File: src/hdl/port_knock_packet_filter_defines.svh
// Assertion macros for the port knocking packet filter
`ifndef PORT_KNOCK_PACKET_FILTER_DEFINES_SVH
`define PORT_KNOCK_PACKET_FILTER_DEFINES_SVH

// same-cycle implication, disabled during reset
`define PKF_ASSERT_IMPL(name, clk, rst, ante, cons) \
  name: assert property (@(posedge clk) disable iff (rst) (ante) |-> (cons)) \
    else $error("pkf assertion failed");

// next-cycle implication, disabled during reset
`define PKF_ASSERT_NEXT(name, clk, rst, ante, cons) \
  name: assert property (@(posedge clk) disable iff (rst) (ante) |=> (cons)) \
    else $error("pkf assertion failed");

`endif

File: src/hdl/pkf_pkg.sv
// Types, constants and helpers shared by the port knocking filter
`timescale 1ns / 1ps
package pkf_pkg;

  localparam int APB_ADDR_W = 5;
  localparam int APB_DATA_W = 32;
  localparam int REG_IDX_W  = 3;

  localparam logic [REG_IDX_W-1:0] REG_KNOCK_FIRST  = 3'd0;
  localparam logic [REG_IDX_W-1:0] REG_KNOCK_SECOND = 3'd1;
  localparam logic [REG_IDX_W-1:0] REG_KNOCK_THIRD  = 3'd2;
  localparam logic [REG_IDX_W-1:0] REG_HIDDEN_ZERO  = 3'd3;
  localparam logic [REG_IDX_W-1:0] REG_HIDDEN_ONE   = 3'd4;
  localparam logic [REG_IDX_W-1:0] REG_HIDDEN_TWO   = 3'd5;
  localparam logic [REG_IDX_W-1:0] REG_HIDDEN_THREE = 3'd6;

  localparam logic [15:0] KNOCK_FIRST_RESET  = 16'd2345;
  localparam logic [15:0] KNOCK_SECOND_RESET = 16'd3456;
  localparam logic [15:0] KNOCK_THIRD_RESET  = 16'd4567;
  localparam logic [16:0] HIDDEN_EMPTY       = 17'h10000;

  localparam logic [1:0] KNOCK_DONE = 2'd3;

  typedef enum logic [2:0] {
    OUT_PASS     = 3'd0,
    OUT_ADVANCED = 3'd1,
    OUT_MISMATCH = 3'd2,
    OUT_GRANTED  = 3'd3,
    OUT_REFUSED  = 3'd4,
    OUT_FULL     = 3'd5
  } outcome_t;

  typedef enum logic [2:0] {
    ST_IDLE,
    ST_CLASSIFY,
    ST_SCAN,
    ST_DECIDE,
    ST_FINISH
  } state_t;

  typedef struct packed {
    logic [15:0] knock_first;
    logic [15:0] knock_second;
    logic [15:0] knock_third;
    logic [16:0] hidden_zero;
    logic [16:0] hidden_one;
    logic [16:0] hidden_two;
    logic [16:0] hidden_three;
  } cfg_t;

  typedef struct packed {
    logic        family;
    logic [63:0] addr_high;
    logic [63:0] addr_low;
    logic [1:0]  progress;
  } entry_t;

  typedef struct packed {
    logic scan_clear;
    logic rd_en;
    logic wr_en;
    logic wr_keep;
  } tbl_ctl_t;

  typedef struct packed {
    logic       rd_live;
    logic       found;
    logic       free_found;
    logic [1:0] hit_prog;
  } tbl_st_t;

  function automatic logic [15:0] knock_at(cfg_t cfg, logic [1:0] step);
    logic [15:0] port;
    case (step)
      2'd0:    port = cfg.knock_first;
      2'd1:    port = cfg.knock_second;
      default: port = cfg.knock_third;
    endcase
    return port;
  endfunction

  function automatic logic slot_live(logic [16:0] slot);
    return !slot[16];
  endfunction

  function automatic logic slot_hit(logic [16:0] slot, logic [15:0] port);
    return !slot[16] && (slot[15:0] == port);
  endfunction

endpackage

File: src/hdl/pkf_if.sv
// Item and result channel interfaces of the port knocking filter
`timescale 1ns / 1ps
interface pkf_item_if;
  logic        valid;
  logic        ready;
  logic        is_ipv6;
  logic        is_tcp;
  logic [63:0] src_addr_high;
  logic [63:0] src_addr_low;
  logic [15:0] dest_port;

  modport source (output valid, is_ipv6, is_tcp, src_addr_high, src_addr_low, dest_port,
                  input ready);
  modport sink (input valid, is_ipv6, is_tcp, src_addr_high, src_addr_low, dest_port,
                output ready);
endinterface

interface pkf_result_if;
  logic       valid;
  logic       ready;
  logic       drop_with_reset;
  logic [2:0] outcome;

  modport source (output valid, drop_with_reset, outcome, input ready);
  modport sink (input valid, drop_with_reset, outcome, output ready);
endinterface

File: src/hdl/port_knock_packet_filter.sv
// Top level of the port knocking packet filter with its sequencer
//
// item channel: one packet summary (family, TCP flag, source address,
// destination port). result channel: drop_with_reset and outcome, one
// result per item, in order. Both use valid/ready; an item or result
// moves at a clock edge with valid and ready high.
// Configuration goes through the APB port: knock ports at 0x00..0x08,
// hidden slots at 0x0C..0x18; write only while no item is in flight.
// An item that needs no table lookup (no hidden port, not TCP, or a port
// that is neither knock nor hidden) goes from CLASSIFY straight to FINISH.
// Any other item scans the sender table through one compare unit, one
// entry per cycle, then passes through DECIDE to FINISH.
// One item is worked on at a time; the next can be accepted in the cycle
// after its result is loaded. The result sits in an output register; the
// next item is accepted while it waits, and the sequencer holds a
// finished result until the register is free.
// Reset (rst, synchronous) clears the sender valid bits, loads the
// default knock ports 2345, 3456, 4567 and empties all hidden slots.
`timescale 1ns / 1ps
`include "port_knock_packet_filter_defines.svh"
module port_knock_packet_filter #(
  parameter int SENDER_ENTRIES = 16
) (
  input  logic                             clk,
  input  logic                             rst,
  pkf_item_if.sink                         item,
  pkf_result_if.source                     result,
  input  logic                             psel,
  input  logic                             penable,
  input  logic                             pwrite,
  input  logic [pkf_pkg::APB_ADDR_W-1:0]   paddr,
  input  logic [pkf_pkg::APB_DATA_W-1:0]   pwdata,
  output logic [pkf_pkg::APB_DATA_W-1:0]   prdata,
  output logic                             pready
);

  localparam int AW = (SENDER_ENTRIES > 1) ? $clog2(SENDER_ENTRIES) : 1;
  localparam int CW = $clog2(SENDER_ENTRIES + 1);
  localparam logic [CW-1:0] LAST_CNT = CW'(SENDER_ENTRIES);

  pkf_pkg::cfg_t        cfg;
  pkf_pkg::state_t      state, state_next;
  pkf_pkg::tbl_ctl_t    tbl_ctl;
  pkf_pkg::tbl_st_t     tbl_st;
  pkf_pkg::outcome_t    res_outcome, res_outcome_next, out_outcome;

  logic [CW-1:0]  cnt, cnt_next;
  logic           key_fam, key_tcp;
  logic [63:0]    key_hi, key_lo;
  logic [15:0]    key_port;
  logic           res_drop, res_drop_next, out_drop, out_valid;
  logic           in_ready, load_out;
  logic           any_hidden, port_hidden, is_knock;
  logic [AW-1:0]  hit_idx, free_idx, wr_addr;
  logic [1:0]     wr_prog, cur_prog;

  assign pready = 1'b1;

  pkf_cfg_regs u_cfg (
    .clk     (clk),
    .rst     (rst),
    .psel    (psel),
    .penable (penable),
    .pwrite  (pwrite),
    .paddr   (paddr),
    .pwdata  (pwdata),
    .prdata  (prdata),
    .cfg     (cfg)
  );

  pkf_sender_table #(
    .SENDER_ENTRIES (SENDER_ENTRIES),
    .AW             (AW)
  ) u_table (
    .clk      (clk),
    .rst      (rst),
    .ctl      (tbl_ctl),
    .rd_addr  (cnt[AW-1:0]),
    .wr_addr  (wr_addr),
    .wr_prog  (wr_prog),
    .key_fam  (key_fam),
    .key_hi   (key_hi),
    .key_lo   (key_lo),
    .st       (tbl_st),
    .hit_idx  (hit_idx),
    .free_idx (free_idx)
  );

  // capture and normalize the sender key
  always_ff @(posedge clk) begin
    if (item.valid && in_ready) begin
      key_fam  <= item.is_ipv6;
      key_tcp  <= item.is_tcp;
      key_hi   <= item.is_ipv6 ? item.src_addr_high : 64'd0;
      key_lo   <= item.is_ipv6 ? item.src_addr_low : {32'd0, item.src_addr_low[31:0]};
      key_port <= item.dest_port;
    end
  end

  assign any_hidden = pkf_pkg::slot_live(cfg.hidden_zero) ||
                      pkf_pkg::slot_live(cfg.hidden_one) ||
                      pkf_pkg::slot_live(cfg.hidden_two) ||
                      pkf_pkg::slot_live(cfg.hidden_three);
  assign port_hidden = pkf_pkg::slot_hit(cfg.hidden_zero, key_port) ||
                       pkf_pkg::slot_hit(cfg.hidden_one, key_port) ||
                       pkf_pkg::slot_hit(cfg.hidden_two, key_port) ||
                       pkf_pkg::slot_hit(cfg.hidden_three, key_port);
  assign is_knock = (key_port == cfg.knock_first) || (key_port == cfg.knock_second) ||
                    (key_port == cfg.knock_third);

  always_ff @(posedge clk) begin
    if (rst) begin
      state <= pkf_pkg::ST_IDLE;
      cnt   <= '0;
    end else begin
      state <= state_next;
      cnt   <= cnt_next;
    end
  end

  always_ff @(posedge clk) begin
    res_drop    <= res_drop_next;
    res_outcome <= res_outcome_next;
  end

  always_comb begin
    state_next       = state;
    cnt_next         = cnt;
    in_ready         = 1'b0;
    load_out         = 1'b0;
    tbl_ctl          = '0;
    res_drop_next    = res_drop;
    res_outcome_next = res_outcome;
    cur_prog         = tbl_st.found ? tbl_st.hit_prog : 2'd0;
    wr_addr          = tbl_st.found ? hit_idx : free_idx;
    wr_prog          = cur_prog;
    case (state)
      pkf_pkg::ST_IDLE: begin
        in_ready = 1'b1;
        if (item.valid) begin
          state_next = pkf_pkg::ST_CLASSIFY;
        end
      end
      pkf_pkg::ST_CLASSIFY: begin
        if (!any_hidden || !key_tcp || (!port_hidden && !is_knock)) begin
          res_drop_next    = 1'b0;
          res_outcome_next = pkf_pkg::OUT_PASS;
          state_next       = pkf_pkg::ST_FINISH;
        end else begin
          tbl_ctl.scan_clear = 1'b1;
          cnt_next           = '0;
          state_next         = pkf_pkg::ST_SCAN;
        end
      end
      pkf_pkg::ST_SCAN: begin
        if (cnt != LAST_CNT) begin
          tbl_ctl.rd_en = 1'b1;
          cnt_next      = cnt + 1'b1;
        end else if (!tbl_st.rd_live) begin
          state_next = pkf_pkg::ST_DECIDE;
        end
      end
      pkf_pkg::ST_DECIDE: begin
        state_next = pkf_pkg::ST_FINISH;
        if (port_hidden) begin
          if (tbl_st.found && (tbl_st.hit_prog == pkf_pkg::KNOCK_DONE)) begin
            res_drop_next    = 1'b0;
            res_outcome_next = pkf_pkg::OUT_GRANTED;
          end else begin
            res_drop_next    = 1'b1;
            res_outcome_next = pkf_pkg::OUT_REFUSED;
          end
        end else if (!tbl_st.found && !tbl_st.free_found) begin
          res_drop_next    = 1'b1;
          res_outcome_next = pkf_pkg::OUT_FULL;
        end else begin
          tbl_ctl.wr_en = 1'b1;
          res_drop_next = 1'b1;
          if ((cur_prog != pkf_pkg::KNOCK_DONE) &&
              (key_port == pkf_pkg::knock_at(cfg, cur_prog))) begin
            tbl_ctl.wr_keep  = 1'b1;
            wr_prog          = cur_prog + 2'd1;
            res_outcome_next = pkf_pkg::OUT_ADVANCED;
          end else begin
            res_outcome_next = pkf_pkg::OUT_MISMATCH;
          end
        end
      end
      pkf_pkg::ST_FINISH: begin
        if (!out_valid || result.ready) begin
          load_out   = 1'b1;
          state_next = pkf_pkg::ST_IDLE;
        end
      end
      default: begin
        state_next = pkf_pkg::ST_IDLE;
      end
    endcase
  end

  // output register
  always_ff @(posedge clk) begin
    if (rst) begin
      out_valid <= 1'b0;
    end else if (load_out) begin
      out_valid <= 1'b1;
    end else if (result.ready) begin
      out_valid <= 1'b0;
    end
  end

  always_ff @(posedge clk) begin
    if (load_out) begin
      out_drop    <= res_drop;
      out_outcome <= res_outcome;
    end
  end

  assign item.ready             = in_ready;
  assign result.valid           = out_valid;
  assign result.drop_with_reset = out_drop;
  assign result.outcome         = out_outcome;

  `PKF_ASSERT_NEXT(a_accept_classify, clk, rst, item.valid && item.ready, state == pkf_pkg::ST_CLASSIFY)
  `PKF_ASSERT_IMPL(a_write_in_decide, clk, rst, tbl_ctl.wr_en, state == pkf_pkg::ST_DECIDE)
  `PKF_ASSERT_IMPL(a_load_slot_free, clk, rst, load_out, !out_valid || result.ready)
  `PKF_ASSERT_IMPL(a_scan_drained, clk, rst, state == pkf_pkg::ST_DECIDE, !tbl_st.rd_live)

endmodule

File: src/hdl/pkf_cfg_regs.sv
// APB configuration registers: knock ports and hidden port slots
`timescale 1ns / 1ps
module pkf_cfg_regs (
  input  logic                             clk,
  input  logic                             rst,
  input  logic                             psel,
  input  logic                             penable,
  input  logic                             pwrite,
  input  logic [pkf_pkg::APB_ADDR_W-1:0]   paddr,
  input  logic [pkf_pkg::APB_DATA_W-1:0]   pwdata,
  output logic [pkf_pkg::APB_DATA_W-1:0]   prdata,
  output pkf_pkg::cfg_t                    cfg
);

  logic                              wr;
  logic [pkf_pkg::REG_IDX_W-1:0]     reg_idx;

  assign wr      = psel && penable && pwrite;
  assign reg_idx = paddr[pkf_pkg::APB_ADDR_W-1:2];

  always_ff @(posedge clk) begin
    if (rst) begin
      cfg.knock_first  <= pkf_pkg::KNOCK_FIRST_RESET;
      cfg.knock_second <= pkf_pkg::KNOCK_SECOND_RESET;
      cfg.knock_third  <= pkf_pkg::KNOCK_THIRD_RESET;
      cfg.hidden_zero  <= pkf_pkg::HIDDEN_EMPTY;
      cfg.hidden_one   <= pkf_pkg::HIDDEN_EMPTY;
      cfg.hidden_two   <= pkf_pkg::HIDDEN_EMPTY;
      cfg.hidden_three <= pkf_pkg::HIDDEN_EMPTY;
    end else if (wr) begin
      case (reg_idx)
        pkf_pkg::REG_KNOCK_FIRST:  cfg.knock_first  <= pwdata[15:0];
        pkf_pkg::REG_KNOCK_SECOND: cfg.knock_second <= pwdata[15:0];
        pkf_pkg::REG_KNOCK_THIRD:  cfg.knock_third  <= pwdata[15:0];
        pkf_pkg::REG_HIDDEN_ZERO:  cfg.hidden_zero  <= pwdata[16:0];
        pkf_pkg::REG_HIDDEN_ONE:   cfg.hidden_one   <= pwdata[16:0];
        pkf_pkg::REG_HIDDEN_TWO:   cfg.hidden_two   <= pwdata[16:0];
        pkf_pkg::REG_HIDDEN_THREE: cfg.hidden_three <= pwdata[16:0];
        default: ;
      endcase
    end
  end

  always_comb begin
    case (reg_idx)
      pkf_pkg::REG_KNOCK_FIRST:  prdata = {16'd0, cfg.knock_first};
      pkf_pkg::REG_KNOCK_SECOND: prdata = {16'd0, cfg.knock_second};
      pkf_pkg::REG_KNOCK_THIRD:  prdata = {16'd0, cfg.knock_third};
      pkf_pkg::REG_HIDDEN_ZERO:  prdata = {15'd0, cfg.hidden_zero};
      pkf_pkg::REG_HIDDEN_ONE:   prdata = {15'd0, cfg.hidden_one};
      pkf_pkg::REG_HIDDEN_TWO:   prdata = {15'd0, cfg.hidden_two};
      pkf_pkg::REG_HIDDEN_THREE: prdata = {15'd0, cfg.hidden_three};
      default:                   prdata = '0;
    endcase
  end

endmodule

File: src/hdl/pkf_sender_table.sv
// Sender table memory with valid bits and the shared entry compare unit
`timescale 1ns / 1ps
module pkf_sender_table #(
  parameter int SENDER_ENTRIES = 16,
  parameter int AW = (SENDER_ENTRIES > 1) ? $clog2(SENDER_ENTRIES) : 1
) (
  input  logic                  clk,
  input  logic                  rst,
  input  pkf_pkg::tbl_ctl_t     ctl,
  input  logic [AW-1:0]         rd_addr,
  input  logic [AW-1:0]         wr_addr,
  input  logic [1:0]            wr_prog,
  input  logic                  key_fam,
  input  logic [63:0]           key_hi,
  input  logic [63:0]           key_lo,
  output pkf_pkg::tbl_st_t      st,
  output logic [AW-1:0]         hit_idx,
  output logic [AW-1:0]         free_idx
);

  pkf_pkg::entry_t             mem [SENDER_ENTRIES];
  pkf_pkg::entry_t             rd_rec;
  pkf_pkg::entry_t             wr_rec;
  logic [SENDER_ENTRIES-1:0]   valid;
  logic [AW-1:0]               rd_idx;
  logic                        match;

  assign wr_rec = '{family: key_fam, addr_high: key_hi, addr_low: key_lo,
                    progress: wr_prog};

  always_ff @(posedge clk) begin
    if (ctl.wr_en) begin
      mem[wr_addr] <= wr_rec;
    end
    if (ctl.rd_en) begin
      rd_rec <= mem[rd_addr];
      rd_idx <= rd_addr;
    end
  end

  always_ff @(posedge clk) begin
    if (rst) begin
      valid <= '0;
    end else if (ctl.wr_en) begin
      valid[wr_addr] <= ctl.wr_keep;
    end
  end

  assign match = valid[rd_idx] && (rd_rec.family == key_fam) &&
                 (rd_rec.addr_high == key_hi) && (rd_rec.addr_low == key_lo);

  always_ff @(posedge clk) begin
    if (rst) begin
      st.rd_live    <= 1'b0;
      st.found      <= 1'b0;
      st.free_found <= 1'b0;
    end else begin
      st.rd_live <= ctl.rd_en;
      if (ctl.scan_clear) begin
        st.found      <= 1'b0;
        st.free_found <= 1'b0;
      end else begin
        if (st.rd_live && match && !st.found) begin
          st.found <= 1'b1;
        end
        if (ctl.rd_en && !valid[rd_addr] && !st.free_found) begin
          st.free_found <= 1'b1;
        end
      end
    end
    if (st.rd_live && match && !st.found) begin
      hit_idx     <= rd_idx;
      st.hit_prog <= rd_rec.progress;
    end
    if (ctl.rd_en && !valid[rd_addr] && !st.free_found) begin
      free_idx <= rd_addr;
    end
  end

endmodule
File: src/flat_wrapper.sv
// flat-port wrapper written by rule: the top's interface ports become plain ports
module port_knock_packet_filter_flat 
#(
  parameter int SENDER_ENTRIES = 16
)
  (clk, rst, psel, penable, pwrite, paddr, pwdata, prdata, pready, item_valid, item_is_ipv6, item_is_tcp, item_src_addr_high, item_src_addr_low, item_dest_port, item_ready, result_valid, result_drop_with_reset, result_outcome, result_ready);
  pkf_item_if item_i ();
  pkf_result_if result_i ();
  input  logic clk;
  input  logic rst;
  input  logic psel;
  input  logic penable;
  input  logic pwrite;
  input  logic [pkf_pkg::APB_ADDR_W-1:0] paddr;
  input  logic [pkf_pkg::APB_DATA_W-1:0] pwdata;
  output logic [pkf_pkg::APB_DATA_W-1:0] prdata;
  output logic pready;
  input wire logic [$bits(item_i.valid)-1:0] item_valid;
  input wire logic [$bits(item_i.is_ipv6)-1:0] item_is_ipv6;
  input wire logic [$bits(item_i.is_tcp)-1:0] item_is_tcp;
  input wire logic [$bits(item_i.src_addr_high)-1:0] item_src_addr_high;
  input wire logic [$bits(item_i.src_addr_low)-1:0] item_src_addr_low;
  input wire logic [$bits(item_i.dest_port)-1:0] item_dest_port;
  output wire logic [$bits(item_i.ready)-1:0] item_ready;
  output wire logic [$bits(result_i.valid)-1:0] result_valid;
  output wire logic [$bits(result_i.drop_with_reset)-1:0] result_drop_with_reset;
  output wire logic [$bits(result_i.outcome)-1:0] result_outcome;
  input wire logic [$bits(result_i.ready)-1:0] result_ready;
  assign item_i.valid = item_valid;
  assign item_i.is_ipv6 = item_is_ipv6;
  assign item_i.is_tcp = item_is_tcp;
  assign item_i.src_addr_high = item_src_addr_high;
  assign item_i.src_addr_low = item_src_addr_low;
  assign item_i.dest_port = item_dest_port;
  assign item_ready = item_i.ready;
  assign result_valid = result_i.valid;
  assign result_drop_with_reset = result_i.drop_with_reset;
  assign result_outcome = result_i.outcome;
  assign result_i.ready = result_ready;
  port_knock_packet_filter #(.SENDER_ENTRIES(SENDER_ENTRIES)) u_core (.clk(clk), .rst(rst), .item(item_i), .result(result_i), .psel(psel), .penable(penable), .pwrite(pwrite), .paddr(paddr), .pwdata(pwdata), .prdata(prdata), .pready(pready));
endmodule
File: config.mk
export PLATFORM = sky130hd
export DESIGN_NAME = port_knock_packet_filter_flat
export DESIGN_NICKNAME = d
export VERILOG_FILES = /design/src/hdl/pkf_pkg.sv /design/src/hdl/pkf_if.sv /design/src/hdl/port_knock_packet_filter.sv /design/src/hdl/pkf_cfg_regs.sv /design/src/hdl/pkf_sender_table.sv /design/src/flat_wrapper.sv
export VERILOG_INCLUDE_DIRS = /design/src /design/src/hdl
export SDC_FILE = /design/constraint.sdc
export NUM_CORES = 2
export LEC_CHECK = 0
export ABC_AREA = 1
export ABC_CLOCK_PERIOD_IN_PS = 19200
export BUFFER_PORTS_ARGS = -buffer_cell sky130_fd_sc_hd__buf_4
export CAP_MARGIN = 0
export CORE_MARGIN = 10
export CORE_UTILIZATION = 40
export DETAILED_ROUTE_END_ITERATION = 10
export GPL_TIMING_DRIVEN = 0
export PLACE_DENSITY = 0.66
export SLEW_MARGIN = 25
export SYNTH_ARGS = -nofsm -noshare
export SYNTH_HDL_FRONTEND = slang
export SYNTH_SLANG_ARGS = --single-unit
File: constraint.sdc
create_clock -name clk -period 19.2 [get_ports clk]
set_input_delay 4.8 -clock clk [delete_from_list [all_inputs] [get_ports clk]]
set_output_delay 4.8 -clock clk [all_outputs]
set_load 0.05 [all_outputs]
# After elaboration in Yosys (flattened, before gate mapping)
# Memories as Yosys holds them, arrays and structs flattened. A register that Yosys moved wholly into a read port is not among the register bits.
# Cells that the tools add are included.
# W data, S select, Z words.
# totals
memories,1
ff_bits,312
mem_bits_rw,2096
word_cells,178
inputBits,190
# op_classes
add_sub_neg,2
eq_ne,32
mux,52
order_cmp,4
reduce_logical,59
# memory_table
name,words,width,read_ports,rd_ports_with_merged_regs,write_ports,line,source
u_core.u_table.mem,16,131,1,1,1,pkf_sender_table.sv:21,pkf_pkg::entry_t mem [SENDER_ENTRIES];
# op_table
operator,count
$eq A16 B16 Y1,8
$eq A64 B64 Y1,2
$pmux W17 S7,1
$mux W16,3
$pmux W16 S2,1
$mux W3,9
$logic_and A1 B1 Y1,19
$mux W1,18
$mux W2,9
$bwmux W16,1
$reduce_and A2 Y1,8
$lt A4 B5 Y1 const B,3
$pmux W3 S5,1
$eq A3 B2 Y1 const B,4
$eq A3 B3 Y1 const B,4
$logic_not A1 Y1,12
$logic_or A1 B1 Y1,11
$mux W5,2
$ne A2 B2 Y1 const B,5
$pmux W5 S2,1
$bmux W1 S4,2
$eq A3 B1 Y1 const B,2
$logic_not A3 Y1,2
$ne A2 B1 Y1 const B,3
16 further kinds,18

# Logic depth before layout (Yosys ltp)
# depth
ltp_word,15
mapped_depth,22

# Cells and area by module
# A second synthesis with hierarchy kept.
# hier_totals
hier_cells,8611
area_unflattened_um2,103720.7
# by_module_without_submodules
mod,instances,seq_area_each_um2,cells_each,area_each_um2
pkf_sender_table,1,67674.9,6698,89186.8
port_knock_packet_filter,1,4804.6,999,8650.8
pkf_cfg_regs,1,2322.2,914,5883.1

# Worst setup path after synthesis
# No wires, ideal clock.
# synth_path
path_kind,input port to flip-flop
from,input item_valid
to,register u_core.key_fam (enable)
setup_ns,0.830
t_required_ns,18.370
slack_ns,3.739
n_path_buf,0
cell_stages,2
t_arrival_ns,14.631
cell_sequence,inv_1 -> nor3_1
# synth_via
elab_chain_len,1
# synth_lines
element,line,source
from (decl),flat_wrapper.sv:18,input wire logic [$bits(item_i.valid)-1:0] item_valid;
$logic_and A1 B1 Y1,port_knock_packet_filter.sv:91,if (item.valid && in_ready) begin
to (signal assigned),port_knock_packet_filter.sv:92,key_fam <= item.is_ipv6;
to (decl),port_knock_packet_filter.sv:48,"logic key_fam, key_tcp;"
# Every way passes these cells.
# A chain may end at the register's enable or synchronous reset.

# Final worst setup path
# layout_path
from,input paddr[2] (netlist bit)
to,output prdata[7] (netlist bit)
# layout_via
elab_chain_len,2
elab_cells_between_ends,8
cone_classes,6 x eq/ne; 1 x mux; 1 x reduce/logical
# layout_lines
element,line,source
from (decl),flat_wrapper.sv:14,input logic [pkf_pkg::APB_ADDR_W-1:0] paddr;
$eq A3 B3 Y1 (tied with other cells),pkf_cfg_regs.sv:45,case (reg_idx)
$pmux W17 S7 *,pkf_cfg_regs.sv:45,
to (decl),flat_wrapper.sv:16,output logic [pkf_pkg::APB_DATA_W-1:0] prdata;
# Mark *: on every way between the ends. The rest lies on a longest branch, timed or not.

==> impl_metrics.env <==
export IMPL_critPathTopFamily="buffers and inverters"
export IMPL_critPathBufInv=4
export IMPL_cts_resized_gates=0
export IMPL_wl_met3_mm=33.23
export IMPL_syn_area_um2=100800
export IMPL_critical_path_arrival_ns=6.99
export IMPL_cts_tree="done"
export IMPL_cpMostUsedCell="buf_4"
export IMPL_ant_nets=0
export IMPL_layout_nets=8988
export IMPL_start_util=0.4016
export IMPL_wl_mm=316.4
export IMPL_ys_flop_type="edfxtp_1"
export IMPL_die_x_um=521.9
export IMPL_synthDominantCellAreaShare=0.7137
export IMPL_ctsRootBufferMaster="clkbuf_16"
export IMPL_n_fill_cell=21990
export IMPL_dp_hpwl_mm=217.5
export IMPL_grt_remaining_overflow=0
export IMPL_wl_met2_mm=144.1
export IMPL_drt_met1_wl_mm=121.3
export IMPL_worst_pin_slew_ns=1.094
export IMPL_die_h_um=521.9
export IMPL_cap_violations=0
export IMPL_max_stage_delay_ns=0.75
export IMPL_rsz0062_at_grt="false"
export IMPL_synth_seq_area_share=0.7423
export IMPL_grt_usage=0.2227
export IMPL_endpoint_kind="output port"
export IMPL_synth_area_leaders="edfxtp_1, o21ai_0, nor2_1, nand2_1, o22ai_1"
export IMPL_ys_warn_count=0
export IMPL_ios=229
export IMPL_multi_input_area_um2=22540
export IMPL_hold_violations=0
export IMPL_seq_area_um2=74800
export IMPL_wl_per_cell_um=25.63
export IMPL_drtIter0Drc=9861
export IMPL_synthCells=8218
export IMPL_num_vias=69590
export IMPL_die_area_um2=272400
export IMPL_path_class="in -> out"
export IMPL_power_w=0.01167
export IMPL_synth_top_area_cell="edfxtp_1"
export IMPL_io_buffers=195
export IMPL_fin_worst_skew_ns=0.06242
export IMPL_synth_edf_count=2395
export IMPL_clock_sink_count=2539
export IMPL_crit_slowest_cell="nor3_1"
export IMPL_p_leak_nw=40.49
export IMPL_grt_max_degree=79
export IMPL_slew_headroom=0.2651
export IMPL_core_um2=250900
export IMPL_finalSetupViolCount=0
export IMPL_drive_gt1_frac=0.09124
export IMPL_synth_seq_cells=2539
export IMPL_clock_latency_ns=0.96
export IMPL_clkTransAtPathRegs_ns=0.06
export IMPL_globalplace_congestion=0.9029
export IMPL_hold_class="reg -> reg"
export IMPL_critPathMaxFanout=10
export IMPL_ys_types=51
export IMPL_startpoint_type="input pin"
export IMPL_synth_most_common_cell="edfxtp_1"
export IMPL_clock_path_buffers=4
export IMPL_netlist_top_cells_count="edfxtp_1, nor2_1, o21ai_0"
export IMPL_dr_pass1_iters=6
export IMPL_synth_async_reset_ratio=0
export IMPL_status="complete, no violations"
export IMPL_p_per_area_nw_per_um2=99.64
export IMPL_grt_pass1_vias=67080
export IMPL_via_per_inst=5.639
export IMPL_syn_to_final_growth_pct=16.25
export IMPL_num_rows=184
export IMPL_syn_mean_instance_area_um2=12.26
export IMPL_drc=0
export IMPL_hold_buffers=0
export IMPL_period_needed_ns=11.79
export IMPL_drv_slew=0
export IMPL_post_cts_buffers=0
export IMPL_path_cells="buf_4, inv_1, nor3_1, clkbuf_1, a22oi_1, o2111ai_1, buf_4"
export IMPL_max_freq_ghz=0.08480
export IMPL_grt_antenna_before_repair=15
export IMPL_grt_pass1_wl_mm=452.5
export IMPL_layout_cells_non_filler=12340
export IMPL_top_layer_used="met5"
export IMPL_htree_levels=5
export IMPL_cts_buffers=283
export IMPL_place_inst=11860
export IMPL_ir_drop_uv=102.6
export IMPL_post_route_period_util=0.6142
export IMPL_crit_required_ns=14.40
cell usage in the layout (no fill, tap or decap), drive strengths merged, types with 12 or more instances in the layout:
cell type / Yosys / final
edfxtp: 2395 / 2395
nor2: 1319 / 1319
o21ai: 1203 / 1203
nand2: 1180 / 1180
clkbuf: 424 / 770
o22ai: 565 / 565
inv: 397 / 403
buf: 73 / 351
nand4: 162 / 162
dfxtp: 144 / 144
clkinv: 4 / 104
a21oi: 93 / 93
nand3: 61 / 61
xor2: 46 / 46
xnor2: 38 / 38
nor3: 24 / 24
bufinv: 0 / 20
o211ai: 19 / 19
conb: 2 / 16
o2111ai: 15 / 15
or2: 12 / 12
sequential cells by signal (all words and copies together), names as in the netlist, 5 cells and up:
| signal | cells |
|---|---|
| u_core.key_lo | 64 |
| u_core.u_table.mem | 2096 |
| u_core.key_port | 16 |
| u_core.key_hi | 64 |
| u_core.u_table.rd_rec | 131 |
| u_core.u_table.st | 5 |
| u_core.u_cfg.cfg | 116 |
| u_core.u_table.valid | 16 |
| u_core.cnt | 5 |
metal layers:
metal  track usage  up-vias
met3       0.04745      663
met5             0        -
met2        0.3490     4032
met1        0.2936    34170
li1              -    30710
met4        0.1118       10
path summary, 6_finish.rpt:
path / startpoint / endpoint / slack (ns) / cells after the start
setup / recovery: paddr[2] / prdata[7] / 7.41 / 7
hold / removal: u_core.res_outcome[1]$_SDFFCE_PN0P_ / u_core.result.outcome[1]$_DFFE_PP_ / 0.42 / 0
setup reg to reg: u_core.cnt[0]$_SDFFE_PP0P_ / u_core.u_table.rd_rec[10]$_DFFE_PP_ / 14.26 / 11
hold reg to reg: u_core.res_outcome[1]$_SDFFCE_PN0P_ / u_core.result.outcome[1]$_DFFE_PP_ / 0.42 / 0
metrics by stage:
| stage | setup WS, ns | cell area, µm² | hold WS (ns) | setup TNS (ns) | util |
|---|---|---|---|---|---|
| 4_1_cts | 7.495 | 117100 | 0.4156 | 0 | 0.4667 |
| 2_1_floorplan | 3.739 | 100800 | 0.4003 | 0 | - |
| 3_3_place_gp | -5.372 | 106500 | 0.4030 | -777.42 | 0.4243 |
| 6_report | 7.407 | 117100 | 0.4158 | 0 | 0.4668 |
| 3_5_place_dp | 7.500 | 108400 | 0.4045 | 0 | 0.4320 |
| 5_1_grt | 7.429 | 117100 | 0.4237 | 0 | 0.4667 |
cell type report:
type | instances | share of cell area
Antenna cell | 6 | 0.0001282
Sequential cell | 2539 | 0.6386
Clock buffer | 346 | 0.06410
Timing Repair Buffer | 278 | 0.02755
Inverter | 401 | 0.01379
Tap cell | 3348 | 0.03576
Multi-Input combinational cell | 4795 | 0.1925
Clock inverter | 131 | 0.01005
Buffer | 497 | 0.01761
power by group:
part / internal [W] / switching (W) / leakage, nW
clock network: 0.00304 / 0.00215 / 4.26
logic: 0.0000720 / 0.000155 / 13.4
registers: 0.00613 / 0.000130 / 22.9
total: 0.00924 / 0.00244 / 40.5
logic make-up (layout without fill, tap and decap cells):
logic type | Yosys count | in the layout | synth area share
and+or+nand+nor | 2761 | 2761 | 0.1097
adders and majority gates | 3 | 3 | 0.0003725
buffers and inverters | 898 | 1653 | 0.03506
AOI/OAI and AO/OA | 1931 | 1931 | 0.1052
DFF | 2539 | 2539 | 0.7423
other | 2 | 22 | 0.00007453
xor gates and xnor gates | 84 | 84 | 0.007301
Note: power is estimated with default switching activity, not from simulation.
